===== src/rtl/dllp_pkg.sv =====
`default_nettype none
// ----------------------------------------------------------------------------
// dllp_pkg - shared types and codes for the linked list pool
// request kinds, result status codes and payload widths
// ----------------------------------------------------------------------------
package dllp_pkg;

    localparam int DATA_W   = 32;
    localparam int KIND_W   = 3;
    localparam int STATUS_W = 2;

    typedef logic [KIND_W-1:0]   kind_t;
    typedef logic [STATUS_W-1:0] status_t;
    typedef logic signed [DATA_W-1:0] data_t;

    // request kinds
    localparam kind_t KIND_INS_HEAD   = 3'd0;
    localparam kind_t KIND_INS_TAIL   = 3'd1;
    localparam kind_t KIND_INS_AFTER  = 3'd2;
    localparam kind_t KIND_INS_BEFORE = 3'd3;
    localparam kind_t KIND_READ_OUT   = 3'd4;

    // result status codes
    localparam status_t STAT_OK        = 2'd0;
    localparam status_t STAT_NO_FREE   = 2'd1;
    localparam status_t STAT_NOT_FOUND = 2'd2;
    localparam status_t STAT_EMPTY     = 2'd3;

endpackage : dllp_pkg
`default_nettype wire


===== src/rtl/dllp_ifs.sv =====
`default_nettype none
// ----------------------------------------------------------------------------
// dllp_ifs - request and result channels of the linked list pool
// valid/ready channels, a transfer happens when both are high at a clock edge
// ----------------------------------------------------------------------------
interface dllp_req_if;
    logic                  valid;
    logic                  ready;
    dllp_pkg::kind_t       kind;
    dllp_pkg::data_t       value;
    dllp_pkg::data_t       key;

    modport source (output valid, output kind, output value, output key, input ready);
    modport sink   (input valid, input kind, input value, input key, output ready);
endinterface : dllp_req_if

interface dllp_rsp_if;
    logic                  valid;
    logic                  ready;
    dllp_pkg::status_t     status;
    dllp_pkg::data_t       element;
    logic                  last;

    modport source (output valid, output status, output element, output last, input ready);
    modport sink   (input valid, input status, input element, input last, output ready);
endinterface : dllp_rsp_if
`default_nettype wire


===== src/rtl/doubly_linked_list_pool.sv =====
`default_nettype none
// ----------------------------------------------------------------------------
// doubly_linked_list_pool - doubly linked list kept in a fixed node pool
// insert at head, tail, after or before a key, and read the list out
// ----------------------------------------------------------------------------
// One request is taken at a time; req.ready is high only while the sequencer
// is idle. Node values, forward links and backward links sit in three small
// RAMs with registered read, and one link is followed per clock cycle. An
// insert at the head writes the new node, then points its neighbors at it,
// then loads the result. An insert at the tail, after or before a key first
// walks the list, at most POOL_NODES nodes, and then does the same; a missing
// key ends the walk with its result. A read out gives one result per cycle
// as long as the result side keeps rsp.ready high. Nodes are never released,
// so the free list is simply the next unused pool index. Results wait in an
// output register; a stalled result side stalls a read out but loses nothing.
// Status 1 reports a full pool, 2 a missing key and 3 a read out of an empty
// list. Request kinds 5 to 7 are dropped without a result.
// ----------------------------------------------------------------------------
module doubly_linked_list_pool #(
    parameter int POOL_NODES = 16
) (
    input  wire logic clk,
    input  wire logic rst_n,
    dllp_req_if.sink   req,
    dllp_rsp_if.source rsp
);

    import dllp_pkg::*;

    // link width holds the null code (POOL_NODES), index width addresses nodes
    localparam int LW = $clog2(POOL_NODES + 1);
    localparam int IW = (POOL_NODES > 1) ? $clog2(POOL_NODES) : 1;

    typedef logic [LW-1:0] link_t;

    localparam link_t NIL = LW'(POOL_NODES);

    typedef enum logic [2:0] {
        ST_IDLE,
        ST_READ,
        ST_SEARCH,
        ST_TAIL_WALK,
        ST_WR_NODE,
        ST_FIX,
        ST_EMIT
    } state_t;

    function automatic logic is_node(input link_t l);
        return l < NIL;
    endfunction

    // sequencer and list registers
    state_t  state_reg,        state_next;
    kind_t   kind_reg,         kind_next;
    data_t   value_reg,        value_next;
    data_t   key_reg,          key_next;
    link_t   head_reg,         head_next;
    link_t   free_reg,         free_next;
    link_t   p_reg,            p_next;
    link_t   new_next_reg,     new_next_next;
    link_t   new_prev_reg,     new_prev_next;
    logic    fix_next_en_reg,  fix_next_en_next;
    link_t   fix_next_at_reg,  fix_next_at_next;
    logic    fix_prev_en_reg,  fix_prev_en_next;
    link_t   fix_prev_at_reg,  fix_prev_at_next;
    logic    set_head_reg,     set_head_next;
    status_t res_status_reg,   res_status_next;

    // output register
    logic    rsp_valid_reg,    rsp_valid_next;
    status_t rsp_status_reg,   rsp_status_next;
    data_t   rsp_element_reg,  rsp_element_next;
    logic    rsp_last_reg,     rsp_last_next;

    // ram ports
    logic          rd_en;
    link_t         rd_link;
    logic [IW-1:0] rd_addr;
    logic [DATA_W-1:0] value_q;
    link_t         next_q;
    link_t         prev_q;

    logic          val_wr_en;
    logic          nxt_wr_en;
    link_t         nxt_wr_at;
    link_t         nxt_wr_data;
    logic          prv_wr_en;
    link_t         prv_wr_at;
    link_t         prv_wr_data;

    logic          slot_free;
    logic          key_hit;

    assign req.ready   = (state_reg == ST_IDLE);
    assign rsp.valid   = rsp_valid_reg;
    assign rsp.status  = rsp_status_reg;
    assign rsp.element = rsp_element_reg;
    assign rsp.last    = rsp_last_reg;

    // all reads share one address: the head at the start of a walk, else the
    // link just read
    assign rd_link = (state_reg == ST_IDLE) ? head_reg : next_q;
    assign rd_addr = rd_link[IW-1:0];

    assign slot_free = !rsp_valid_reg || rsp.ready;

    // shared key compare
    assign key_hit = (value_q == key_reg);

    dllp_ram #(.WIDTH(DATA_W), .DEPTH(POOL_NODES)) u_value_ram (
        .clk     (clk),
        .wr_en   (val_wr_en),
        .wr_addr (free_reg[IW-1:0]),
        .wr_data (value_reg),
        .rd_en   (rd_en),
        .rd_addr (rd_addr),
        .rd_data (value_q)
    );

    dllp_ram #(.WIDTH(LW), .DEPTH(POOL_NODES)) u_next_ram (
        .clk     (clk),
        .wr_en   (nxt_wr_en),
        .wr_addr (nxt_wr_at[IW-1:0]),
        .wr_data (nxt_wr_data),
        .rd_en   (rd_en),
        .rd_addr (rd_addr),
        .rd_data (next_q)
    );

    dllp_ram #(.WIDTH(LW), .DEPTH(POOL_NODES)) u_prev_ram (
        .clk     (clk),
        .wr_en   (prv_wr_en),
        .wr_addr (prv_wr_at[IW-1:0]),
        .wr_data (prv_wr_data),
        .rd_en   (rd_en),
        .rd_addr (rd_addr),
        .rd_data (prev_q)
    );

    always_comb
    begin
        state_next       = state_reg;
        kind_next        = kind_reg;
        value_next       = value_reg;
        key_next         = key_reg;
        head_next        = head_reg;
        free_next        = free_reg;
        p_next           = p_reg;
        new_next_next    = new_next_reg;
        new_prev_next    = new_prev_reg;
        fix_next_en_next = fix_next_en_reg;
        fix_next_at_next = fix_next_at_reg;
        fix_prev_en_next = fix_prev_en_reg;
        fix_prev_at_next = fix_prev_at_reg;
        set_head_next    = set_head_reg;
        res_status_next  = res_status_reg;

        // a transfer empties the output register unless it is loaded again
        rsp_valid_next   = rsp_valid_reg && !rsp.ready;
        rsp_status_next  = rsp_status_reg;
        rsp_element_next = rsp_element_reg;
        rsp_last_next    = rsp_last_reg;

        rd_en       = 1'b0;
        val_wr_en   = 1'b0;
        nxt_wr_en   = 1'b0;
        nxt_wr_at   = free_reg;
        nxt_wr_data = new_next_reg;
        prv_wr_en   = 1'b0;
        prv_wr_at   = free_reg;
        prv_wr_data = new_prev_reg;

        case (state_reg)
            ST_IDLE:
            begin
                if (req.valid)
                begin
                    kind_next        = req.kind;
                    value_next       = req.value;
                    key_next         = req.key;
                    fix_next_en_next = 1'b0;
                    fix_prev_en_next = 1'b0;
                    set_head_next    = 1'b0;
                    p_next           = head_reg;
                    if (req.kind == KIND_READ_OUT)
                    begin
                        if (is_node(head_reg))
                        begin
                            rd_en      = 1'b1;
                            state_next = ST_READ;
                        end
                        else
                        begin
                            res_status_next = STAT_EMPTY;
                            state_next      = ST_EMIT;
                        end
                    end
                    else if (req.kind < KIND_READ_OUT)
                    begin
                        if (!is_node(free_reg))
                        begin
                            // full pool wins over the key search
                            res_status_next = STAT_NO_FREE;
                            state_next      = ST_EMIT;
                        end
                        else if (req.kind == KIND_INS_HEAD)
                        begin
                            new_next_next    = head_reg;
                            new_prev_next    = NIL;
                            fix_prev_en_next = is_node(head_reg);
                            fix_prev_at_next = head_reg;
                            set_head_next    = 1'b1;
                            state_next       = ST_WR_NODE;
                        end
                        else if (!is_node(head_reg))
                        begin
                            if (req.kind == KIND_INS_TAIL)
                            begin
                                // empty list, the new node becomes the head
                                new_next_next = NIL;
                                new_prev_next = NIL;
                                set_head_next = 1'b1;
                                state_next    = ST_WR_NODE;
                            end
                            else
                            begin
                                res_status_next = STAT_NOT_FOUND;
                                state_next      = ST_EMIT;
                            end
                        end
                        else
                        begin
                            rd_en      = 1'b1;
                            state_next = (req.kind == KIND_INS_TAIL) ? ST_TAIL_WALK
                                                                     : ST_SEARCH;
                        end
                    end
                end
            end

            ST_READ:
            begin
                // ram output holds node p while the output side stalls
                if (slot_free)
                begin
                    rsp_valid_next   = 1'b1;
                    rsp_status_next  = STAT_OK;
                    rsp_element_next = value_q;
                    rsp_last_next    = !is_node(next_q);
                    if (is_node(next_q))
                    begin
                        rd_en = 1'b1;
                    end
                    else
                    begin
                        state_next = ST_IDLE;
                    end
                end
            end

            ST_SEARCH:
            begin
                if (key_hit)
                begin
                    if (kind_reg == KIND_INS_AFTER)
                    begin
                        new_next_next    = next_q;
                        new_prev_next    = p_reg;
                        fix_next_en_next = 1'b1;
                        fix_next_at_next = p_reg;
                        fix_prev_en_next = is_node(next_q);
                        fix_prev_at_next = next_q;
                    end
                    else
                    begin
                        new_next_next    = p_reg;
                        new_prev_next    = prev_q;
                        fix_next_en_next = is_node(prev_q);
                        fix_next_at_next = prev_q;
                        set_head_next    = !is_node(prev_q);
                        fix_prev_en_next = 1'b1;
                        fix_prev_at_next = p_reg;
                    end
                    state_next = ST_WR_NODE;
                end
                else if (is_node(next_q))
                begin
                    rd_en  = 1'b1;
                    p_next = next_q;
                end
                else
                begin
                    res_status_next = STAT_NOT_FOUND;
                    state_next      = ST_EMIT;
                end
            end

            ST_TAIL_WALK:
            begin
                if (is_node(next_q))
                begin
                    rd_en  = 1'b1;
                    p_next = next_q;
                end
                else
                begin
                    new_next_next    = NIL;
                    new_prev_next    = p_reg;
                    fix_next_en_next = 1'b1;
                    fix_next_at_next = p_reg;
                    state_next       = ST_WR_NODE;
                end
            end

            ST_WR_NODE:
            begin
                // fill the new node taken from the free pool
                val_wr_en  = 1'b1;
                nxt_wr_en  = 1'b1;
                prv_wr_en  = 1'b1;
                state_next = ST_FIX;
            end

            ST_FIX:
            begin
                // point the neighbors at the new node
                nxt_wr_en   = fix_next_en_reg;
                nxt_wr_at   = fix_next_at_reg;
                nxt_wr_data = free_reg;
                prv_wr_en   = fix_prev_en_reg;
                prv_wr_at   = fix_prev_at_reg;
                prv_wr_data = free_reg;
                if (set_head_reg)
                begin
                    head_next = free_reg;
                end
                free_next       = free_reg + LW'(1);
                res_status_next = STAT_OK;
                state_next      = ST_EMIT;
            end

            ST_EMIT:
            begin
                if (slot_free)
                begin
                    rsp_valid_next   = 1'b1;
                    rsp_status_next  = res_status_reg;
                    rsp_element_next = '0;
                    rsp_last_next    = 1'b1;
                    state_next       = ST_IDLE;
                end
            end

            default:
            begin
                state_next = ST_IDLE;
            end
        endcase
    end

    always_ff @(posedge clk or negedge rst_n)
    begin
        if (!rst_n)
        begin
            state_reg     <= ST_IDLE;
            head_reg      <= NIL;
            free_reg      <= '0;
            rsp_valid_reg <= 1'b0;
        end
        else
        begin
            state_reg     <= state_next;
            head_reg      <= head_next;
            free_reg      <= free_next;
            rsp_valid_reg <= rsp_valid_next;
        end
    end

    // payload registers, no reset
    always_ff @(posedge clk)
    begin
        kind_reg        <= kind_next;
        value_reg       <= value_next;
        key_reg         <= key_next;
        p_reg           <= p_next;
        new_next_reg    <= new_next_next;
        new_prev_reg    <= new_prev_next;
        fix_next_en_reg <= fix_next_en_next;
        fix_next_at_reg <= fix_next_at_next;
        fix_prev_en_reg <= fix_prev_en_next;
        fix_prev_at_reg <= fix_prev_at_next;
        set_head_reg    <= set_head_next;
        res_status_reg  <= res_status_next;
        rsp_status_reg  <= rsp_status_next;
        rsp_element_reg <= rsp_element_next;
        rsp_last_reg    <= rsp_last_next;
    end

endmodule : doubly_linked_list_pool
`default_nettype wire


===== src/rtl/dllp_ram.sv =====
`default_nettype none
// ----------------------------------------------------------------------------
// dllp_ram - generic single write, single read RAM
// one write port, one read port with registered read data
// ----------------------------------------------------------------------------
module dllp_ram #(
    parameter int WIDTH = 32,
    parameter int DEPTH = 16
) (
    input  wire logic                                   clk,
    input  wire logic                                   wr_en,
    input  wire logic [((DEPTH > 1) ? $clog2(DEPTH) : 1)-1:0] wr_addr,
    input  wire logic [WIDTH-1:0]                       wr_data,
    input  wire logic                                   rd_en,
    input  wire logic [((DEPTH > 1) ? $clog2(DEPTH) : 1)-1:0] rd_addr,
    output      logic [WIDTH-1:0]                       rd_data
);

    logic [WIDTH-1:0] mem [DEPTH];

    always_ff @(posedge clk)
    begin
        if (wr_en)
        begin
            mem[wr_addr] <= wr_data;
        end
        if (rd_en)
        begin
            rd_data <= mem[rd_addr];
        end
    end

endmodule : dllp_ram
`default_nettype wire


===== src/flat_wrapper.sv =====
// flat-port wrapper written by rule: the top's interface ports become plain ports
module doubly_linked_list_pool_flat import dllp_pkg::*;
#(
    parameter int POOL_NODES = 16
)
  (clk, rst_n, req_valid, req_kind, req_value, req_key, req_ready, rsp_valid, rsp_status, rsp_element, rsp_last, rsp_ready);
  dllp_req_if req_i ();
  dllp_rsp_if rsp_i ();
  input  wire logic clk;
  input  wire logic rst_n;
  input wire logic [$bits(req_i.valid)-1:0] req_valid;
  input wire logic [$bits(req_i.kind)-1:0] req_kind;
  input wire logic [$bits(req_i.value)-1:0] req_value;
  input wire logic [$bits(req_i.key)-1:0] req_key;
  output wire logic [$bits(req_i.ready)-1:0] req_ready;
  output wire logic [$bits(rsp_i.valid)-1:0] rsp_valid;
  output wire logic [$bits(rsp_i.status)-1:0] rsp_status;
  output wire logic [$bits(rsp_i.element)-1:0] rsp_element;
  output wire logic [$bits(rsp_i.last)-1:0] rsp_last;
  input wire logic [$bits(rsp_i.ready)-1:0] rsp_ready;
  assign req_i.valid = req_valid;
  assign req_i.kind = req_kind;
  assign req_i.value = req_value;
  assign req_i.key = req_key;
  assign req_ready = req_i.ready;
  assign rsp_valid = rsp_i.valid;
  assign rsp_status = rsp_i.status;
  assign rsp_element = rsp_i.element;
  assign rsp_last = rsp_i.last;
  assign rsp_i.ready = rsp_ready;
  doubly_linked_list_pool #(.POOL_NODES(POOL_NODES)) u_core (.clk(clk), .rst_n(rst_n), .req(req_i), .rsp(rsp_i));
endmodule

===== config.mk =====
export PLATFORM = sky130hd
export DESIGN_NAME = doubly_linked_list_pool_flat
export DESIGN_NICKNAME = d
export VERILOG_FILES = /design/src/rtl/dllp_pkg.sv /design/src/rtl/dllp_ifs.sv /design/src/rtl/doubly_linked_list_pool.sv /design/src/rtl/dllp_ram.sv /design/src/flat_wrapper.sv
export SDC_FILE = /design/constraint.sdc
export NUM_CORES = 1
export LEC_CHECK = 0
export BUFFER_PORTS_ARGS = -buffer_cell sky130_fd_sc_hd__buf_2
export CAP_MARGIN = 20
export CORE_UTILIZATION = 40
export CTS_CLUSTER_DIAMETER = 50
export DETAILED_ROUTE_END_ITERATION = 6
export PLACE_DENSITY_LB_ADDON = 0.05
export SLEW_MARGIN = 20
export SYNTH_ARGS = -nofsm -noshare
export SYNTH_HDL_FRONTEND = slang
export SYNTH_SLANG_ARGS = --single-unit

===== constraint.sdc =====
create_clock -name clk -period 6.7 [get_ports clk]
set_clock_uncertainty 0.05 [all_clocks]
set_input_delay 1.34 -clock clk [delete_from_list [all_inputs] [get_ports clk]]
set_output_delay 1.34 -clock clk [all_outputs]
set_load 0.05 [all_outputs]

==> reports/metrics.yaml, run 1 <==
syn_to_final_growth_pct: 15.6
hold_class: "primary input to asynchronous set/reset pin"
path_max_fanout: 50
syn_area_sq_mm: 0.0342
finalWorstSetupSlack_ns: 2.37
top_regs: "u_core.u_value_ram.mem: 512 flops, u_core.u_next_ram.mem: 80 flops, u_core.u_prev_ram.mem: 80 flops"
ir_worst_vdd_mv: 0.374
status: "completed"
place_area_sq_mm: 0.0360
wire_per_inst_um: 27.0
io_pins: 108
cts_root_buf: "clkbuf_16"
synth-edff-count: 844
first_pass_iters: 5
post-route-cell-area_sq_mm: 0.0396
largest_reg_flops: 512
clockBufferDepth: 3
die_h_um: 294
fin_nets: 2321
multi_input_area_sq_mm: 0.00806
vias: 19662
worst_pin_slew_ns: 1.02
setup_viol: 0
fp-row-count: 106
hold_slack_ns: 0.534
grt_pass1_vias: 19381
fill_cells: 7256
via_per_inst: 5.66
wirelength_um: 94000
hold_viol_final: 0
top_register: "u_core.u_value_ram.mem"
dp_hpwl_um: 50500
dieArea_sq_mm: 0.0867
critPathKind: "register to register"
worst_ep_required_time_ns: 7.05
cts_tree: "done"
seq_power_share_pct: 40.4
leakage_uw: 0.0134
htreeDepth: 3
gp_congestion: 0.817
ant_nets: 0
grt_pass1_wl_um: 136000
rr_worst_depth: 7
switching_share_pct: 35.0
tns_ns: 0
ys_seq_elements: 858
end_kind: "register"
min_period_over_period_pct: 64.6
pre_cts_ws_ns: 2.42
ys_seq_area_share_pct: 75.1
synthFlopType: "edfxtp_1"
report.final.slew_viol_count: 0
cp.arrival_ns: 4.67
cts_hold_buf: 0
rsz0062_at_grt: "false"
drive_above_1_share_pct: 16.9
die_w_um: 294
grt_overflow: 0
period_needed_ns: 4.33
p_switching_uw: 6530
route.detailed.drc: 0
start_kind: "register"
power_per_cell_area_mw_per_mm2: 472
syn_nets: 2223
port_buffers: 107
cts.sinks: 858
comb_power_share_pct: 29.2
slew_headroom_pct: 32.1
ys_async_sr_fraction_pct: 1.63
synth.avg_cell_area_sq_um: 15.9
seq_area_sq_mm: 0.0257
post_cts_buffers: 0
p_clk_share_pct: 30.4
netlist_instances: 2148
fmax_ghz: 0.231
cts.repair.resized: 0
core_sq_mm: 0.0842
drtIter0Drc: 1686
cts-buffers-inserted: 107
grt_use_total_pct: 21.6
p_int_uw: 12100
drv_cap: 0
grt_start_max_net_pins: 127
cts.clk_slew.worst_paths_ns: 0.06
synthDistinctLibCells: 58
antenna_found_initial: 2
insertion_delay_ns: 0.66
start_util_pct: 40.6
yosys_warnings: 0
utilization_pct: 47.0
-- power by group through the flow --
stage,Combinational [uW],Sequential [uW],Clock (uW)
finish,5450,7540,5670
global route,5840,7600,5990
CTS,5490,7530,5780
detailed placement,5490,7640,0
global placement,5430,7630,0
floorplan,3520,7550,0
-- metrics by stage --
stage                     cells  total power [uW]
after floorplan            2148             11100
after global placement     3270             13100
after detailed placement   3270             13100
after CTS                  3470             18800
after global routing       3471             19400
final                      3475             18700
-- per-layer routing --
| metal | track usage (%) | vias to the layer above | share of wire (%) |
|---|---|---|---|
| met5 | 0 | - | 0 |
| met4 | 5.50 | 0 | 2.0 |
| met3 | 3.41 | 125 | 6.0 |
| met2 | 33.0 | 670 | 44 |
| met1 | 32.2 | 10128 | 48 |
| li1 | - | 8739 | - |
-- worst paths after layout --
path                                             endpoint                      from  slack [ns]
max                        u_core.u_value_ram.rd_data[10]       u_core.state_reg[0]        2.37
min                                   u_core.state_reg[2]                     rst_n        0.53
max reg2reg                u_core.u_value_ram.rd_data[10]       u_core.state_reg[0]        2.37
min reg2reg                          u_core.rsp.status[1]  u_core.res_status_reg[1]        0.54
max in group asynchronous              u_core.head_reg[4]                     rst_n        5.77
min in group clk                     u_core.rsp.status[1]  u_core.res_status_reg[1]        0.54
-- layout make-up --
class | count | area share, %
flip-flops and latches | 858 | 64.9
diodes | 4 | 0.0253
repair buffers | 142 | 2.12
clock inverters | 74 | 1.88
inverters | 8 | 0.0791
clock buffers | 126 | 7.00
multi-input cells | 1129 | 20.4
well taps | 1134 | 3.59
-- logic make-up (layout without fill, tap and decap cells) --
kind of cell | Yosys count | in the layout | share of synthesized area (%)
XOR/XNOR | 36 | 36 | 0.921
buffers and inverters | 161 | 350 | 2.03
adder cells (fa/ha/maj) | 4 | 4 | 0.146
AND/OR/NAND/NOR | 408 | 408 | 6.03
other | 0 | 4 | 0
flip-flops | 858 | 858 | 75.1
AO/OA/AOI/OAI | 456 | 456 | 9.03
multiplexers | 225 | 225 | 6.76
-- cell usage after synthesis, drive strengths merged, types with 3 or more instances --
cell type / number / share of area [%]
o22ai: 86 / 1.6
inv: 8 / 0.088
and3: 3 / 0.055
or3: 45 / 0.82
a21o: 11 / 0.24
nor2b: 7 / 0.13
ha: 4 / 0.15
xnor2: 35 / 0.90
nand4: 9 / 0.16
nand2b: 17 / 0.31
nand2: 68 / 0.75
mux2i: 176 / 5.1
a211oi: 126 / 2.8
o31ai: 3 / 0.066
edfxtp: 844 / 74
dfrtp: 13 / 0.95
a211o: 3 / 0.077
and2: 34 / 0.62
a21oi: 16 / 0.23
mux2: 49 / 1.6
o21ai: 145 / 2.1
nand3: 128 / 1.9
nor2: 74 / 0.82
buf: 50 / 0.81
a2111o: 42 / 1.4
a31oi: 7 / 0.15
a22oi: 3 / 0.066
or3b: 3 / 0.077
clkbuf: 103 / 1.1
nor3: 9 / 0.15
-- placed cells by master, fill, tap and decap left out, drive strengths merged, types with 9 or more instances in the layout --
master  Yosys  final
nand2      68     68
mux2i     176    176
mux2       49     49
a21oi      16     16
a2111o     42     42
xnor2      35     35
clkinv      0     49
dfrtp      13     13
buf        50    142
edfxtp    844    844
nor3        9      9
or3        45     45
o22ai      86     86
nand3     128    128
and2       34     34
nor2       74     74
nand2b     17     17
bufinv      0     12
a211oi    126    126
inv         8     14
clkbuf    103    126
o21ai     145    145
nand4       9      9
a21o       11     11
-- worst max-delay path, cell delays in order (launching register included) --
cell and delay [ns]:
dfrtp_1 0.75, nor3_2 0.86, mux2i_4 0.33, buf_4 0.47
buf_4 0.69, a211oi_1 0.10, a2111o_1 0.39, or3_1 0.40
Note: power is estimated with default switching activity, not from simulation.
==> run 2: changes to the inputs <==
clock period = 3.5 ns   (was 6.7 ns; I/O delays follow)
==> run 2 against run 1 <==
Final cell count up 1.4%. Routed wire length up 0.32%. Critical path depth fell by 1. Setup slack lost 2.0 ns. Total power is 100% higher. Sequential share of layout area decreased by 1.6 points. Register-to-register slack got worse by 2.0 ns. Global-route usage grew 0.23 points. First-iteration DRC count down 12%. Sequential cell count unchanged. Critical path type unchanged.
==> reports/metrics.yaml, run 2 (synthesis gave the netlist of run 1 again) <==
cts_root_buf: "clkbuf_16"
drv_cap: 0  # unchanged
drtIter0Drc: 1476  # -12%
start_util_pct: 40.6  # unchanged
grt_use_total_pct: 21.8  # +0.23 points
top_register: "u_core.u_value_ram.mem"
utilization_pct: 48.2  # +1.2 points
layout_commonest_cell: "edfxtp_1"
ant_nets: 0  # unchanged
end_kind: "register"
largest_reg_flops: 512  # unchanged
wire_per_inst_um: 26.8  # -1.0%
final_cell_mix: "edfxtp_1 (844), mux2i_1 (175), o21ai_0 (143)"
dieArea_sq_mm: 0.0867  # unchanged
cts-buffers-inserted: 109  # +1.9%
post-route-cell-area_sq_mm: 0.0406  # +2.6%
cts_tree: "done"
fmax_ghz: 0.318  # +37%
hold_slack_ns: 0.146  # -0.388 ns
drive_above_1_share_pct: 19.0  # +2.0 points
worst_ep_required_time_ns: 3.84  # -3.21 ns
start_kind: "register"
grt_start_max_net_pins: 128  # +0.79%
seq_area_sq_mm: 0.0257  # unchanged
route.detailed.drc: 0  # unchanged
min_period_over_period_pct: 89.9  # +25 points
period_needed_ns: 3.15  # -1.18 ns
cts.sinks: 858  # unchanged
diodes: 0  # -4
rsz0062_at_grt: "false"
grt_pass1_wl_um: 137000  # +1.5%
die_h_um: 294  # unchanged
status: "completed"
critPathSlowestCell: "nor3_2"
hold_viol_final: 0  # unchanged
power_per_cell_area_mw_per_mm2: 918  # +95%
min_to: "u_core.key_reg[0]"
core_sq_mm: 0.0842  # unchanged
worst_pin_slew_ns: 0.882  # -0.137 ns
fin_nets: 2371  # +2.2%
vias: 19896  # +1.2%
report.final.slew_viol_count: 0  # unchanged
die_w_um: 294  # unchanged
final_cell_count_no_fill: 3523  # +1.4%
rr_worst_depth: 6  # -1
fill_cells: 7187  # -0.95%
antenna_found_initial: 1  # -1
critPathKind: "register to register"
hp-start: "req_key[0]"
worstPathCellList: "nor3_2 -> mux2i_1 -> nor2_4 -> buf_12 -> a2111o_1 -> or3_1"
via_per_inst: 5.65  # -0.19%
htreeDepth: 3  # unchanged
cts.clk_slew.worst_paths_ns: 0.06  # about the same
slew_headroom_pct: 41.1  # +9.0 points
gp_congestion: 0.849  # +3.9%
place_inst: 3318  # +1.5%
cts.repair.resized: 0  # unchanged
place_area_sq_mm: 0.0367  # +2.0%
cp.arrival_ns: 3.49  # -1.18 ns
wirelength_um: 94300  # +0.32%
post_cts_buffers: 0  # unchanged
fp-row-count: 106  # unchanged
multi_input_area_sq_mm: 0.00806  # about the same
p_total_uw: 37300  # +100%
first_pass_iters: 5  # unchanged
grt_pass1_vias: 19946  # +2.9%
timing.reg2reg.setup_slack_ns: 0.35  # -2.02 ns
rr_startpoint: "u_core.state_reg[1]"
path_max_fanout: 24  # -52%
critPathMaxStageDelay_ns: 0.62  # -0.24 ns
whs_path_depth: 1
clockBufferDepth: 3  # unchanged
insertion_delay_ns: 0.68  # +0.02 ns
leakage_uw: 0.0139  # +3.3%
dp_hpwl_um: 54600  # +8.2%
setup_viol: 0  # unchanged
io_pins: 108  # unchanged
hold_class: "primary input to register"
grt_overflow: 0  # unchanged
worstReg2RegEnd: "u_core.u_value_ram.rd_data[6]"
port_buffers: 107  # unchanged
ir_worst_vdd_mv: 0.697  # +86%
top_regs: "u_core.u_value_ram.mem: 512 flops, u_core.u_next_ram.mem: 80 flops, u_core.u_prev_ram.mem: 80 flops"
syn_to_final_growth_pct: 18.6
-- run 2: report_power, final --
group          internal, uW  total, uW  switching [uW]
Sequential            13300      14400            1140
Combinational          3890      11100            7170
Clock                  7340      11800            4450
-- run 2: stage by stage --
stage,setup WS (ns),TNS [ns]
2_1_floorplan,-0.0134,-0.561
3_3_place_gp,0.470,0
3_5_place_dp,0.369,0
4_1_cts,0.348,0
5_1_grt,0.251,0
6_report,0.354,0
-- run 2: timing repair --
| action | 4_1_cts | 5_1_grt |
|---|---|---|
| hold buffers | 1 | 0 |
| hold endpoints to repair | 13 | 0 |
| setup endpoints to repair | 0 | 0 |
-- run 2: metal layers --
layer  global-route usage [%]  share of wire [%]  up-vias
li1                         -                  -     8834
met1                     32.4                 47    10220
met2                     33.1                 44      684
met3                     3.40                6.4      158
met4                     6.35                2.4        0
met5                        0                  0        -
-- run 2: worst max-delay path, delay by kind of cell, from the launching register on --
kind | cells | cell delay [ns]
multiplexers | 1 | 0.38
buffers and inverters | 1 | 0.26
flip-flops | 1 | 0.54
AND/OR/NAND/NOR | 3 | 1.24
AO/OA/AOI/OAI | 1 | 0.37
-- run 2: how the worst max path moves through the flow --
stage / startpoint / end / slack (ns) / cells past startpoint
global placement: u_core.state_reg[1] / u_core.u_value_ram.rd_data[12] / 0.47 / 6
floorplan: u_core.state_reg[1] / u_core.u_next_ram.rd_data[0] / -0.01 / 6
finish: u_core.state_reg[1] / u_core.u_value_ram.rd_data[6] / 0.35 / 6
detailed placement: u_core.state_reg[1] / u_core.u_value_ram.rd_data[3] / 0.37 / 6
global route: u_core.state_reg[1] / u_core.u_value_ram.rd_data[6] / 0.25 / 6
CTS: u_core.state_reg[1] / req_ready / 0.35 / 3
-- run 2: area by class of cell --
class | instances | area share (%)
clock buffer | 124 | 6.91
clock inverter | 80 | 2.55
timing repair buffer | 190 | 3.82
sequential | 858 | 63.3
inverter | 8 | 0.0832
multi-input combinational | 1129 | 19.9
tap | 1134 | 3.50
